File: src/design/cbq_pkg.sv
// Shared types, constants and the microcode program of the cascaded biquad low-pass.
// Used by cbq_sequencer, cbq_datapath and cascaded_biquad_lowpass.
package cbq_pkg;

   localparam int COEF_W     = 24;   // Q2.21 coefficient width
   localparam int SPLIT_W    = 24;   // low partial-product slice of a multiplier operand
   localparam int STEP_W     = 4;
   localparam int SEC_W      = 2;
   localparam int CSR_ADDR_W = 5;
   localparam int CSR_DATA_W = 32;

   localparam logic [SEC_W-1:0] SEC_FIRST = 2'd0;
   localparam logic [SEC_W-1:0] SEC_LAST  = 2'd2;

   // register indexes, byte address is 4 * index
   localparam logic [2:0] REG_FEEDBACK1_HIGH = 3'd0;
   localparam logic [2:0] REG_FEEDBACK2_HIGH = 3'd1;
   localparam logic [2:0] REG_GAIN_MID       = 3'd2;
   localparam logic [2:0] REG_FEEDBACK1_LOW  = 3'd3;
   localparam logic [2:0] REG_FEEDBACK2_LOW  = 3'd4;
   localparam logic [2:0] REG_GAIN_OUT       = 3'd5;

   typedef struct packed {
      logic signed [COEF_W-1:0] feedback1_high;
      logic signed [COEF_W-1:0] feedback2_high;
      logic signed [COEF_W-1:0] gain_mid;
      logic signed [COEF_W-1:0] feedback1_low;
      logic signed [COEF_W-1:0] feedback2_low;
      logic signed [COEF_W-1:0] gain_out;
   } coef_set_type;

   localparam coef_set_type COEF_RESET = '{
      feedback1_high: -24'sd988597,
      feedback2_high:  24'sd1073113,
      gain_mid:        24'sd1090938,
      feedback1_low:  -24'sd2328677,
      feedback2_low:   24'sd1093665,
      gain_out:        24'sd431174
   };

   typedef enum logic [1:0] {SRC_W1, SRC_W2, SRC_SUM} mul_src_type;
   typedef enum logic       {HALF_HI, HALF_LO} mul_half_type;
   typedef enum logic [1:0] {CSEL_A1, CSEL_A2, CSEL_G} coef_sel_type;
   typedef enum logic [1:0] {ACC_HOLD, ACC_LOAD_HI, ACC_ADD} acc_op_type;
   typedef enum logic [1:0] {RND_HOLD, RND_FB, RND_GAIN} rnd_op_type;

   // one control word of the program
   typedef struct packed {
      mul_src_type       mul_src;
      mul_half_type      mul_half;
      coef_sel_type      coef_sel;
      acc_op_type        acc_op;
      rnd_op_type        rnd_op;
      logic              fb_load;   // fb <= rounded first feedback product
      logic              feed;      // section input <= saturated previous feed
      logic              w_calc;    // w <= sat(in - fb - rnd)
      logic              sum_upd;   // form doubled sum, rotate node line
      logic              branch;    // next section unless last
      logic              finish;    // hand result to output register
      logic [STEP_W-1:0] target;
   } uword_type;

   typedef struct packed {
      uword_type        uw;
      logic [SEC_W-1:0] sec;
   } dp_ctrl_type;

   localparam logic [STEP_W-1:0] ST_W1_HI   = 4'd0;
   localparam logic [STEP_W-1:0] ST_W1_LO   = 4'd1;
   localparam logic [STEP_W-1:0] ST_W2_HI   = 4'd2;
   localparam logic [STEP_W-1:0] ST_W2_LO   = 4'd3;
   localparam logic [STEP_W-1:0] ST_FB_ACC  = 4'd4;
   localparam logic [STEP_W-1:0] ST_FB_RND  = 4'd5;
   localparam logic [STEP_W-1:0] ST_NODE    = 4'd6;
   localparam logic [STEP_W-1:0] ST_SUM     = 4'd7;
   localparam logic [STEP_W-1:0] ST_G_HI    = 4'd8;
   localparam logic [STEP_W-1:0] ST_G_LO    = 4'd9;
   localparam logic [STEP_W-1:0] ST_G_ACC   = 4'd10;
   localparam logic [STEP_W-1:0] ST_G_RND   = 4'd11;
   localparam logic [STEP_W-1:0] ST_FINISH  = 4'd12;

   localparam uword_type UW_NOP = '{
      mul_src:  SRC_W1,
      mul_half: HALF_HI,
      coef_sel: CSEL_A1,
      acc_op:   ACC_HOLD,
      rnd_op:   RND_HOLD,
      fb_load:  1'b0,
      feed:     1'b0,
      w_calc:   1'b0,
      sum_upd:  1'b0,
      branch:   1'b0,
      finish:   1'b0,
      target:   ST_W1_HI
   };

   // Program ROM. The multiplier product is registered, so the accumulator takes each
   // product in the step after its issue and works behind the multiplier.
   function automatic uword_type ucode(input logic [STEP_W-1:0] step);
      uword_type w;
      w = UW_NOP;
      unique case (step)
         ST_W1_HI: begin
            w.mul_src  = SRC_W1;
            w.mul_half = HALF_HI;
            w.coef_sel = CSEL_A1;
            w.feed     = 1'b1;
         end
         ST_W1_LO: begin
            w.mul_src  = SRC_W1;
            w.mul_half = HALF_LO;
            w.coef_sel = CSEL_A1;
            w.acc_op   = ACC_LOAD_HI;
         end
         ST_W2_HI: begin
            w.mul_src  = SRC_W2;
            w.mul_half = HALF_HI;
            w.coef_sel = CSEL_A2;
            w.acc_op   = ACC_ADD;
         end
         ST_W2_LO: begin
            w.mul_src  = SRC_W2;
            w.mul_half = HALF_LO;
            w.coef_sel = CSEL_A2;
            w.acc_op   = ACC_LOAD_HI;
            w.rnd_op   = RND_FB;
         end
         ST_FB_ACC: begin
            w.acc_op  = ACC_ADD;
            w.fb_load = 1'b1;
         end
         ST_FB_RND: begin
            w.rnd_op = RND_FB;
         end
         ST_NODE: begin
            w.w_calc = 1'b1;
         end
         ST_SUM: begin
            w.sum_upd = 1'b1;
         end
         ST_G_HI: begin
            w.mul_src  = SRC_SUM;
            w.mul_half = HALF_HI;
            w.coef_sel = CSEL_G;
         end
         ST_G_LO: begin
            w.mul_src  = SRC_SUM;
            w.mul_half = HALF_LO;
            w.coef_sel = CSEL_G;
            w.acc_op   = ACC_LOAD_HI;
         end
         ST_G_ACC: begin
            w.acc_op = ACC_ADD;
         end
         ST_G_RND: begin
            w.rnd_op = RND_GAIN;
            w.branch = 1'b1;
            w.target = ST_W1_HI;
         end
         ST_FINISH: begin
            w.finish = 1'b1;
         end
         default: begin
            w = UW_NOP;
         end
      endcase
      return w;
   endfunction

endpackage

File: src/design/cbq_sequencer.sv
// Microcode sequencer: step counter, section counter and program ROM lookup.
// Depends on cbq_pkg for the control word layout and the program.
module cbq_sequencer (
   input  logic                clock,
   input  logic                reset,
   input  logic                start,
   input  logic                out_free,
   output cbq_pkg::dp_ctrl_type ctrl,
   output logic                idle,
   output logic                done
);
   import cbq_pkg::*;

   typedef enum logic [1:0] {
      SEQ_IDLE = 2'b01,
      SEQ_RUN  = 2'b10
   } seq_state_type;

   seq_state_type     state_ff, state_in;
   logic [STEP_W-1:0] step_ff, step_in;
   logic [SEC_W-1:0]  sec_ff, sec_in;
   uword_type         uw;

   assign uw = ucode(step_ff);

   always_comb begin
      state_in = state_ff;
      step_in  = step_ff;
      sec_in   = sec_ff;
      unique case (state_ff)
         SEQ_IDLE: begin
            if (start) begin
               state_in = SEQ_RUN;
               step_in  = ST_W1_HI;
               sec_in   = SEC_FIRST;
            end
         end
         SEQ_RUN: begin
            priority if (uw.finish) begin
               // hold on the last step until the output register has room
               if (out_free) begin
                  state_in = SEQ_IDLE;
               end
            end else if (uw.branch && (sec_ff != SEC_LAST)) begin
               step_in = uw.target;
               sec_in  = sec_ff + 1'b1;
            end else begin
               step_in = step_ff + 1'b1;
            end
         end
         default: begin
            state_in = SEQ_IDLE;
         end
      endcase
   end

   always_ff @(posedge clock) begin
      if (reset) begin
         state_ff <= SEQ_IDLE;
         step_ff  <= ST_W1_HI;
         sec_ff   <= SEC_FIRST;
      end else begin
         state_ff <= state_in;
         step_ff  <= step_in;
         sec_ff   <= sec_in;
      end
   end

   assign ctrl.uw  = (state_ff == SEQ_RUN) ? uw : UW_NOP;
   assign ctrl.sec = sec_ff;
   assign idle     = (state_ff == SEQ_IDLE);
   assign done     = (state_ff == SEQ_RUN) && uw.finish && out_free;

endmodule

File: src/design/cbq_datapath.sv
// Shared multiply-accumulate datapath with rounding, saturation and the node line.
// Depends on cbq_pkg; driven one control word per cycle by cbq_sequencer.
module cbq_datapath #(
   parameter int SAMPLE_WIDTH  = 24,
   parameter int NODE_WIDTH    = 32,
   parameter int COEF_FRACTION = 21
) (
   input  logic                           clock,
   input  logic                           reset,
   input  cbq_pkg::dp_ctrl_type           ctrl,
   input  cbq_pkg::coef_set_type          coef,
   input  logic                           load_sample,
   input  logic signed [SAMPLE_WIDTH-1:0] sample_in,
   output logic signed [SAMPLE_WIDTH-1:0] sample_out
);
   import cbq_pkg::*;

   localparam int OP_W    = NODE_WIDTH + 2;
   localparam int HI_W    = OP_W - SPLIT_W;
   localparam int MUL_A_W = (SPLIT_W + 1 > HI_W) ? SPLIT_W + 1 : HI_W;
   localparam int PROD_W  = MUL_A_W + COEF_W;
   localparam int ACC_W   = OP_W + COEF_W;
   localparam int RND_W   = ACC_W + 1;
   localparam int DIF_W   = RND_W + 2;

   localparam logic signed [RND_W-1:0] HALF_F =
      {{(RND_W - COEF_FRACTION){1'b0}}, 1'b1, {(COEF_FRACTION - 1){1'b0}}};
   localparam logic signed [RND_W-1:0] HALF_G =
      {{(RND_W - COEF_FRACTION - 1){1'b0}}, 1'b1, {COEF_FRACTION{1'b0}}};
   localparam logic signed [RND_W-1:0] HALF_F_M1 = HALF_F - RND_W'(1);
   localparam logic signed [RND_W-1:0] HALF_G_M1 = HALF_G - RND_W'(1);

   localparam logic signed [RND_W-1:0] NODE_MAX_R =
      {{(RND_W - NODE_WIDTH + 1){1'b0}}, {(NODE_WIDTH - 1){1'b1}}};
   localparam logic signed [RND_W-1:0] NODE_MIN_R = ~NODE_MAX_R;
   localparam logic signed [RND_W-1:0] SAMP_MAX_R =
      {{(RND_W - SAMPLE_WIDTH + 1){1'b0}}, {(SAMPLE_WIDTH - 1){1'b1}}};
   localparam logic signed [RND_W-1:0] SAMP_MIN_R = ~SAMP_MAX_R;
   localparam logic signed [DIF_W-1:0] NODE_MAX_D =
      {{(DIF_W - NODE_WIDTH + 1){1'b0}}, {(NODE_WIDTH - 1){1'b1}}};
   localparam logic signed [DIF_W-1:0] NODE_MIN_D = ~NODE_MAX_D;

   // node line: position 0 holds the section being worked on until its sum step rotates the line
   logic signed [NODE_WIDTH-1:0] recent_ff [3];
   logic signed [NODE_WIDTH-1:0] recent_in [3];
   logic signed [NODE_WIDTH-1:0] older_ff  [3];
   logic signed [NODE_WIDTH-1:0] older_in  [3];

   logic signed [NODE_WIDTH-1:0] in_ff, in_in;
   logic signed [NODE_WIDTH-1:0] w_ff, w_in;
   logic signed [OP_W-1:0]       sum_ff, sum_in;
   logic signed [PROD_W-1:0]     prod_ff, prod_in;
   logic signed [ACC_W-1:0]      acc_ff, acc_in;
   logic signed [RND_W-1:0]      rnd_ff, rnd_in;
   logic signed [RND_W-1:0]      fb_ff, fb_in;

   logic signed [OP_W-1:0]       opnd;
   logic signed [HI_W-1:0]       op_hi;
   logic [SPLIT_W-1:0]           op_lo;
   logic signed [MUL_A_W-1:0]    mul_a;
   logic signed [COEF_W-1:0]     mul_c;
   logic                         sec_high;
   logic signed [ACC_W-1:0]      prod_ext;
   logic signed [RND_W-1:0]      acc_ext;
   logic signed [RND_W-1:0]      bias;
   logic signed [RND_W-1:0]      rsum;
   logic signed [RND_W-1:0]      rnd_val;
   logic signed [NODE_WIDTH-1:0] feed_sat;
   logic signed [DIF_W-1:0]      diff;
   logic signed [NODE_WIDTH-1:0] w_sat;

   assign sec_high = (ctrl.sec != SEC_LAST);

   // multiplier operand and coefficient selection
   always_comb begin
      unique case (ctrl.uw.mul_src)
         SRC_W1:  opnd = OP_W'(recent_ff[0]);
         SRC_W2:  opnd = OP_W'(older_ff[0]);
         default: opnd = sum_ff;
      endcase
      op_hi = opnd[OP_W-1:SPLIT_W];
      op_lo = opnd[SPLIT_W-1:0];
      mul_a = (ctrl.uw.mul_half == HALF_HI) ? MUL_A_W'(op_hi) : MUL_A_W'(op_lo);
      unique case (ctrl.uw.coef_sel)
         CSEL_A1: mul_c = sec_high ? coef.feedback1_high : coef.feedback1_low;
         CSEL_A2: mul_c = sec_high ? coef.feedback2_high : coef.feedback2_low;
         default: mul_c = sec_high ? coef.gain_mid : coef.gain_out;
      endcase
   end

   assign prod_in  = mul_a * mul_c;
   assign prod_ext = ACC_W'(prod_ff);

   always_comb begin
      unique case (ctrl.uw.acc_op)
         ACC_LOAD_HI: acc_in = prod_ext <<< SPLIT_W;
         ACC_ADD:     acc_in = acc_ff + prod_ext;
         default:     acc_in = acc_ff;
      endcase
   end

   // round half away from zero: a negative value takes one less of bias
   always_comb begin
      acc_ext = RND_W'(acc_ff);
      if (ctrl.uw.rnd_op == RND_GAIN) begin
         bias = acc_ff[ACC_W-1] ? HALF_G_M1 : HALF_G;
      end else begin
         bias = acc_ff[ACC_W-1] ? HALF_F_M1 : HALF_F;
      end
      rsum = acc_ext + bias;
      if (ctrl.uw.rnd_op == RND_GAIN) begin
         rnd_val = rsum >>> (COEF_FRACTION + 1);
      end else begin
         rnd_val = rsum >>> COEF_FRACTION;
      end
      priority if (load_sample) begin
         rnd_in = RND_W'(sample_in);
      end else if (ctrl.uw.rnd_op != RND_HOLD) begin
         rnd_in = rnd_val;
      end else begin
         rnd_in = rnd_ff;
      end
   end

   always_comb begin
      priority if (rnd_ff > NODE_MAX_R) begin
         feed_sat = NODE_WIDTH'(NODE_MAX_R);
      end else if (rnd_ff < NODE_MIN_R) begin
         feed_sat = NODE_WIDTH'(NODE_MIN_R);
      end else begin
         feed_sat = NODE_WIDTH'(rnd_ff);
      end
      priority if (rnd_ff > SAMP_MAX_R) begin
         sample_out = SAMPLE_WIDTH'(SAMP_MAX_R);
      end else if (rnd_ff < SAMP_MIN_R) begin
         sample_out = SAMPLE_WIDTH'(SAMP_MIN_R);
      end else begin
         sample_out = SAMPLE_WIDTH'(rnd_ff);
      end
   end

   // new node: w = in - (first feedback term) - (second feedback term)
   always_comb begin
      diff = DIF_W'(in_ff) - DIF_W'(fb_ff) - DIF_W'(rnd_ff);
      priority if (diff > NODE_MAX_D) begin
         w_sat = NODE_WIDTH'(NODE_MAX_D);
      end else if (diff < NODE_MIN_D) begin
         w_sat = NODE_WIDTH'(NODE_MIN_D);
      end else begin
         w_sat = NODE_WIDTH'(diff);
      end
   end

   always_comb begin
      fb_in = ctrl.uw.fb_load ? rnd_ff : fb_ff;
      in_in = ctrl.uw.feed ? feed_sat : in_ff;
      w_in  = ctrl.uw.w_calc ? w_sat : w_ff;
      sum_in = sum_ff;
      for (int i = 0; i < 3; i++) begin
         recent_in[i] = recent_ff[i];
         older_in[i]  = older_ff[i];
      end
      if (ctrl.uw.sum_upd) begin
         sum_in = (OP_W'(recent_ff[0]) <<< 1) + OP_W'(w_ff) + OP_W'(older_ff[0]);
         // rotate so the next section's nodes come to position 0
         recent_in[0] = recent_ff[1];
         recent_in[1] = recent_ff[2];
         recent_in[2] = w_ff;
         older_in[0]  = older_ff[1];
         older_in[1]  = older_ff[2];
         older_in[2]  = recent_ff[0];
      end
   end

   always_ff @(posedge clock) begin
      if (reset) begin
         for (int i = 0; i < 3; i++) begin
            recent_ff[i] <= '0;
            older_ff[i]  <= '0;
         end
      end else begin
         for (int i = 0; i < 3; i++) begin
            recent_ff[i] <= recent_in[i];
            older_ff[i]  <= older_in[i];
         end
      end
   end

   always_ff @(posedge clock) begin
      in_ff   <= in_in;
      w_ff    <= w_in;
      sum_ff  <= sum_in;
      prod_ff <= prod_in;
      acc_ff  <= acc_in;
      rnd_ff  <= rnd_in;
      fb_ff   <= fb_in;
   end

endmodule

File: src/design/cascaded_biquad_lowpass.sv
// Top level of the three-section cascaded biquad low-pass: stream ports,
// register file and output register. Uses cbq_pkg, cbq_sequencer, cbq_datapath.
//
//   port group | dir    | carries
//   -----------+--------+-------------------------------------------
//   req_*      | in     | one signed sample per transfer
//   rsp_*      | out    | one filtered, saturated sample per transfer
//   csr_*      | in/out | six Q2.21 coefficients at byte address 4*i
//
// A sample reaches the output register after twelve program steps for each of the
// three sections on the single shared multiplier and a final hand-off step. A new
// sample is accepted only while the program is idle, after the last result has
// been handed off.
// Reset clears the filter nodes and loads the default coefficients.
// A pending result in the output register does not block acceptance; only a
// second finished result waiting on a full output register stalls the program.
module cascaded_biquad_lowpass #(
   parameter int SAMPLE_WIDTH  = 24,
   parameter int NODE_WIDTH    = 32,
   parameter int COEF_FRACTION = 21
) (
   input  logic                                    clock,
   input  logic                                    reset,
   input  logic                                    req_tvalid,
   output logic                                    req_tready,
   input  logic [((SAMPLE_WIDTH + 7) / 8) * 8-1:0] req_tdata,   // sample_in
   output logic                                    rsp_tvalid,
   input  logic                                    rsp_tready,
   output logic [((SAMPLE_WIDTH + 7) / 8) * 8-1:0] rsp_tdata,   // sample_out
   input  logic                                    csr_psel,
   input  logic                                    csr_penable,
   input  logic                                    csr_pwrite,
   input  logic [cbq_pkg::CSR_ADDR_W-1:0]          csr_paddr,
   input  logic [cbq_pkg::CSR_DATA_W-1:0]          csr_pwdata,
   output logic [cbq_pkg::CSR_DATA_W-1:0]          csr_prdata,
   output logic                                    csr_pready
);
   import cbq_pkg::*;

   localparam int DATA_W = ((SAMPLE_WIDTH + 7) / 8) * 8;

   coef_set_type                  coef_ff, coef_in;
   logic                          rsp_valid_ff, rsp_valid_in;
   logic [SAMPLE_WIDTH-1:0]       rsp_data_ff, rsp_data_in;

   logic                          csr_wr;
   logic [2:0]                    csr_idx;
   logic signed [COEF_W-1:0]      csr_wval;
   logic                          req_xfer;
   logic                          out_free;
   logic                          seq_idle;
   logic                          seq_done;
   dp_ctrl_type                   dp_ctrl;
   logic signed [SAMPLE_WIDTH-1:0] sample_in;
   logic signed [SAMPLE_WIDTH-1:0] sample_out;

   assign csr_pready = 1'b1;
   assign csr_wr     = csr_psel && csr_penable && csr_pwrite && csr_pready;
   assign csr_idx    = csr_paddr[4:2];
   assign csr_wval   = csr_pwdata[COEF_W-1:0];

   always_comb begin
      coef_in = coef_ff;
      if (csr_wr) begin
         unique case (csr_idx)
            REG_FEEDBACK1_HIGH: coef_in.feedback1_high = csr_wval;
            REG_FEEDBACK2_HIGH: coef_in.feedback2_high = csr_wval;
            REG_GAIN_MID:       coef_in.gain_mid       = csr_wval;
            REG_FEEDBACK1_LOW:  coef_in.feedback1_low  = csr_wval;
            REG_FEEDBACK2_LOW:  coef_in.feedback2_low  = csr_wval;
            REG_GAIN_OUT:       coef_in.gain_out       = csr_wval;
            default:            coef_in = coef_ff;
         endcase
      end
   end

   always_comb begin
      unique case (csr_idx)
         REG_FEEDBACK1_HIGH: csr_prdata = CSR_DATA_W'(coef_ff.feedback1_high);
         REG_FEEDBACK2_HIGH: csr_prdata = CSR_DATA_W'(coef_ff.feedback2_high);
         REG_GAIN_MID:       csr_prdata = CSR_DATA_W'(coef_ff.gain_mid);
         REG_FEEDBACK1_LOW:  csr_prdata = CSR_DATA_W'(coef_ff.feedback1_low);
         REG_FEEDBACK2_LOW:  csr_prdata = CSR_DATA_W'(coef_ff.feedback2_low);
         REG_GAIN_OUT:       csr_prdata = CSR_DATA_W'(coef_ff.gain_out);
         default:            csr_prdata = '0;
      endcase
   end

   assign req_tready = seq_idle;
   assign req_xfer   = req_tvalid && req_tready;
   assign sample_in  = req_tdata[SAMPLE_WIDTH-1:0];
   assign out_free   = !rsp_valid_ff || rsp_tready;

   cbq_sequencer u_seq (
      .clock    (clock),
      .reset    (reset),
      .start    (req_xfer),
      .out_free (out_free),
      .ctrl     (dp_ctrl),
      .idle     (seq_idle),
      .done     (seq_done)
   );

   cbq_datapath #(
      .SAMPLE_WIDTH  (SAMPLE_WIDTH),
      .NODE_WIDTH    (NODE_WIDTH),
      .COEF_FRACTION (COEF_FRACTION)
   ) u_dp (
      .clock       (clock),
      .reset       (reset),
      .ctrl        (dp_ctrl),
      .coef        (coef_ff),
      .load_sample (req_xfer),
      .sample_in   (sample_in),
      .sample_out  (sample_out)
   );

   // output register: load on hand-off, drop after the transfer
   always_comb begin
      rsp_valid_in = rsp_valid_ff;
      rsp_data_in  = rsp_data_ff;
      priority if (seq_done) begin
         rsp_valid_in = 1'b1;
         rsp_data_in  = sample_out;
      end else if (rsp_tready) begin
         rsp_valid_in = 1'b0;
      end
   end

   always_ff @(posedge clock) begin
      if (reset) begin
         coef_ff      <= COEF_RESET;
         rsp_valid_ff <= 1'b0;
      end else begin
         coef_ff      <= coef_in;
         rsp_valid_ff <= rsp_valid_in;
      end
   end

   always_ff @(posedge clock) begin
      rsp_data_ff <= rsp_data_in;
   end

   assign rsp_tvalid = rsp_valid_ff;
   assign rsp_tdata  = DATA_W'(rsp_data_ff);

   // a sample transfer starts the program, so no second one follows at once
   a_accept_starts_run: assert property (@(posedge clock) disable iff (reset)
      req_xfer |=> !req_tready)
      else $error("sample accepted while the program did not start");

   // hand-off only into a free output register
   a_done_needs_room: assert property (@(posedge clock) disable iff (reset)
      seq_done |-> (!rsp_valid_ff || rsp_tready))
      else $error("result handed off onto an unsent result");

   // every hand-off shows up as a valid result
   a_done_gives_valid: assert property (@(posedge clock) disable iff (reset)
      seq_done |=> rsp_tvalid)
      else $error("hand-off did not produce a valid result");

   // the program never hands off while the block is idle
   a_done_while_running: assert property (@(posedge clock) disable iff (reset)
      seq_done |-> !req_tready)
      else $error("hand-off while no sample is in progress");

endmodule

File: config.mk
export PLATFORM = sky130hd
export DESIGN_NAME = cascaded_biquad_lowpass
export DESIGN_NICKNAME = d
export VERILOG_FILES = /design/src/design/cbq_pkg.sv /design/src/design/cbq_sequencer.sv /design/src/design/cbq_datapath.sv /design/src/design/cascaded_biquad_lowpass.sv
export SDC_FILE = /design/constraint.sdc
export NUM_CORES = 2
export LEC_CHECK = 0
export BUFFER_PORTS_ARGS = -buffer_cell sky130_fd_sc_hd__buf_2
export CAP_MARGIN = 10
export CORE_ASPECT_RATIO = 1.1
export CORE_MARGIN = 2
export CORE_UTILIZATION = 40
export DETAILED_ROUTE_END_ITERATION = 7
export GPL_TIMING_DRIVEN = 0
export PLACE_DENSITY = 0.56
export SYNTH_ARGS = -nofsm -noshare
export SYNTH_HDL_FRONTEND = slang
export SYNTH_HIERARCHICAL = 1
export SYNTH_SLANG_ARGS = --single-unit
export TNS_END_PERCENT = 5
File: constraint.sdc
create_clock -name clock -period 19.4 [get_ports clock]
set_input_delay 3.88 -clock clock [delete_from_list [all_inputs] [get_ports clock]]
set_output_delay 3.88 -clock clock [all_outputs]
set_load 0.05 [all_outputs]
==> impl_metrics.json <==
{
  "intPower_mw": 2.44,
  "worstMarginPinSlew_ns": 1.42,
  "fp.coreArea_mm2": 0.144,
  "track_usage": 0.261,
  "crit_top_cell": "fa_1",
  "path_buf_inv": 10,
  "crit_path_start_kind": "register",
  "timing.rr.start": "u_seq/state_ff[1]",
  "syn_area_mm2": 0.0579,
  "final_cell_mix": "inv_1 (814), fa_1 (701), nor2_1 (621)",
  "grt_max_degree": 40,
  "cts.reportedPaths.clkPinSlew_ns": 0.06,
  "synth_cells": 6027,
  "via_per_inst": 5.43,
  "hold_viol_final": 0,
  "path_class": "reg2reg",
  "avgSynthCellArea_um2": 9.61,
  "grt_overflow": 0,
  "max_clock_freq_mhz": 74.5,
  "ios": 127,
  "power_frac_seq": 0.437,
  "drtPass1Iterations": 6,
  "vias": 44600,
  "fp-row-count": 146,
  "post-route-period-util": 0.692,
  "chipWidth_um": 367,
  "tns_ns": 0,
  "path_delay_family": "adder cells",
  "drtAntennaViolNets": 0,
  "status": "complete, no violations",
  "hold_start": "u_dp/older_ff[0][54]",
  "crit_required_ns": 19.99,
  "port_buffers": 115,
  "cts_buffer_depth": 3,
  "synth_fp_nets": 7091,
  "p_leak_nw": 28.3,
  "antenna_found_initial": 4,
  "vdd_drop_max_mv": 0.0531,
  "fin_skew_ns": 0.0333,
  "layout.cells.non_filler": 8224,
  "endpoint_kind": "register",
  "hold-path-cell-count": 2,
  "ctsHoldBuffers": 0,
  "grt_first_pass_wirelength_um": 291000,
  "cts-root-buf": "clkbuf_16",
  "regToRegEndpoint": "u_dp/prod_ff[47]",
  "syn2layout_area_growth_pct": 9.90,
  "grt_pass1_vias": 45800,
  "drive_above_1_share": 0.0722,
  "rsz0062_at_grt": "false",
  "p_comb_frac": 0.138,
  "min_path_type": "reg2reg",
  "worstPathArrival_ns": 14.03,
  "ys_warn_count": 6,
  "fin_crit_ns": 13.43,
  "crit_slowest_cell": "o21ai_0",
  "p_switching_mw": 0.940,
  "r2r_slack_ns": 5.97,
  "drtIter0Drc": 3669,
  "clock_sinks": 650,
  "gp_congestion": 0.977,
  "cts_setup_buffers": 0,
  "min_to": "u_dp/older_ff[0][22]",
  "final_area_mm2": 0.0637,
  "cap_violations": 0,
  "pwr-share-clk": 0.425,
  "initial_utilization": 0.402,
  "slew_headroom": 0.0433,
  "htree_levels": 3,
  "drt-wirelength-per-cell_um": 23.3,
  "p_per_area_mw_per_mm2": 53.2,
  "setup_violations": 0,
  "dpl.hpwl_um": 152000,
  "routed_wl_um": 191000,
  "slowest_delay_ns": 0.92,
  "placed_cell_area_mm2": 0.0611,
  "numCtsBuffers": 77,
  "cts_resized": 0,
  "dieArea_mm2": 0.148,
  "worst-path-max-fanout": 10,
  "clock_latency_ns": 0.67,
  "fin_nets": 7306,
  "die_h_um": 403,
  "slew_violations": 0,
  "switching_share": 0.278,
  "drc": 0,
  "place_inst": 8079,
  "fill_cells": 14200,
  "cts_tree": "yes",
  "worst_r2r_path_depth": 36,
  "layout_commonest_cell": "inv_1"
}
layer usage:
metal,vias to the layer above,GRT usage,routed length (µm)
li1,20300,-,-
met1,22400,0.347,80400
met2,1595,0.423,88800
met3,373,0.0461,14000
met4,0,0.104,8290
met5,-,0,0
metrics by stage:
step / setup WS (ns) / utilization / total power [mW] / hold slack (ns)
floorplan: 9.47 / - / 1.81 / 0.450
global placement: 5.49 / 0.423 / 1.97 / 0.471
detailed placement: 6.28 / 0.425 / 1.97 / 0.467
CTS: 6.24 / 0.442 / 3.41 / 0.473
global route: 5.52 / 0.442 / 3.51 / 0.490
finish: 5.97 / 0.442 / 3.38 / 0.471
worst min-delay path: cells and delay by family, from the launching register on:
family | cells | cell delay [ns]
simple gates | 1 | 0.07
flops | 1 | 0.32
mux | 1 | 0.07
area by class of cell:
type                    instances  area, µm²  area share
flip-flops and latches        650      15600       0.245
plain buffers                 295       1250      0.0196
clock inverters                26        246     0.00387
clock buffers                 109       2200      0.0346
diodes                          2       5.00   0.0000786
inverters                     816       3060      0.0481
repair buffers                136        820      0.0129
well taps                    1924       2410      0.0378
multi-input cells            4266      38100       0.598
registers in the layout, indices dropped and copies added, names as in the netlist, 2 cells and up:
register / flops
u_seq/state_ff: 2
u_dp/rnd_ff: 38
rsp_tdata: 24
u_dp/acc_ff: 58
u_dp/prod_ff: 49
u_dp/in_ff: 32
u_dp/recent_ff: 96
u_dp/older_ff: 96
coef_ff: 144
u_seq/sec_ff: 2
u_seq/step_ff: 4
u_dp/sum_ff: 34
u_dp/w_ff: 32
u_dp/fb_ff: 38
power by group through the flow:
stage	Clock, mW	Sequential, mW	Combinational [mW]
finish	1.44	1.48	0.468
global route	1.52	1.48	0.508
CTS	1.47	1.48	0.465
detailed placement	0	1.51	0.462
global placement	0	1.51	0.460
floorplan	0	1.49	0.323
how the worst max path moves through the flow:
stage,from,endpoint,slack [ns],cells past startpoint
final,u_seq/state_ff[1],u_dp/prod_ff[47],5.97,36
after CTS,u_seq/state_ff[1],u_dp/prod_ff[47],6.24,36
after detailed placement,u_seq/state_ff[1],u_dp/prod_ff[47],6.28,36
after global placement,u_seq/state_ff[1],u_dp/prod_ff[47],5.49,35
after global routing,u_seq/state_ff[1],u_dp/prod_ff[47],5.52,36
after floorplan,csr_paddr[4],csr_prdata[24],9.47,6
No activity file was read; power rests on OpenSTA's default activity.
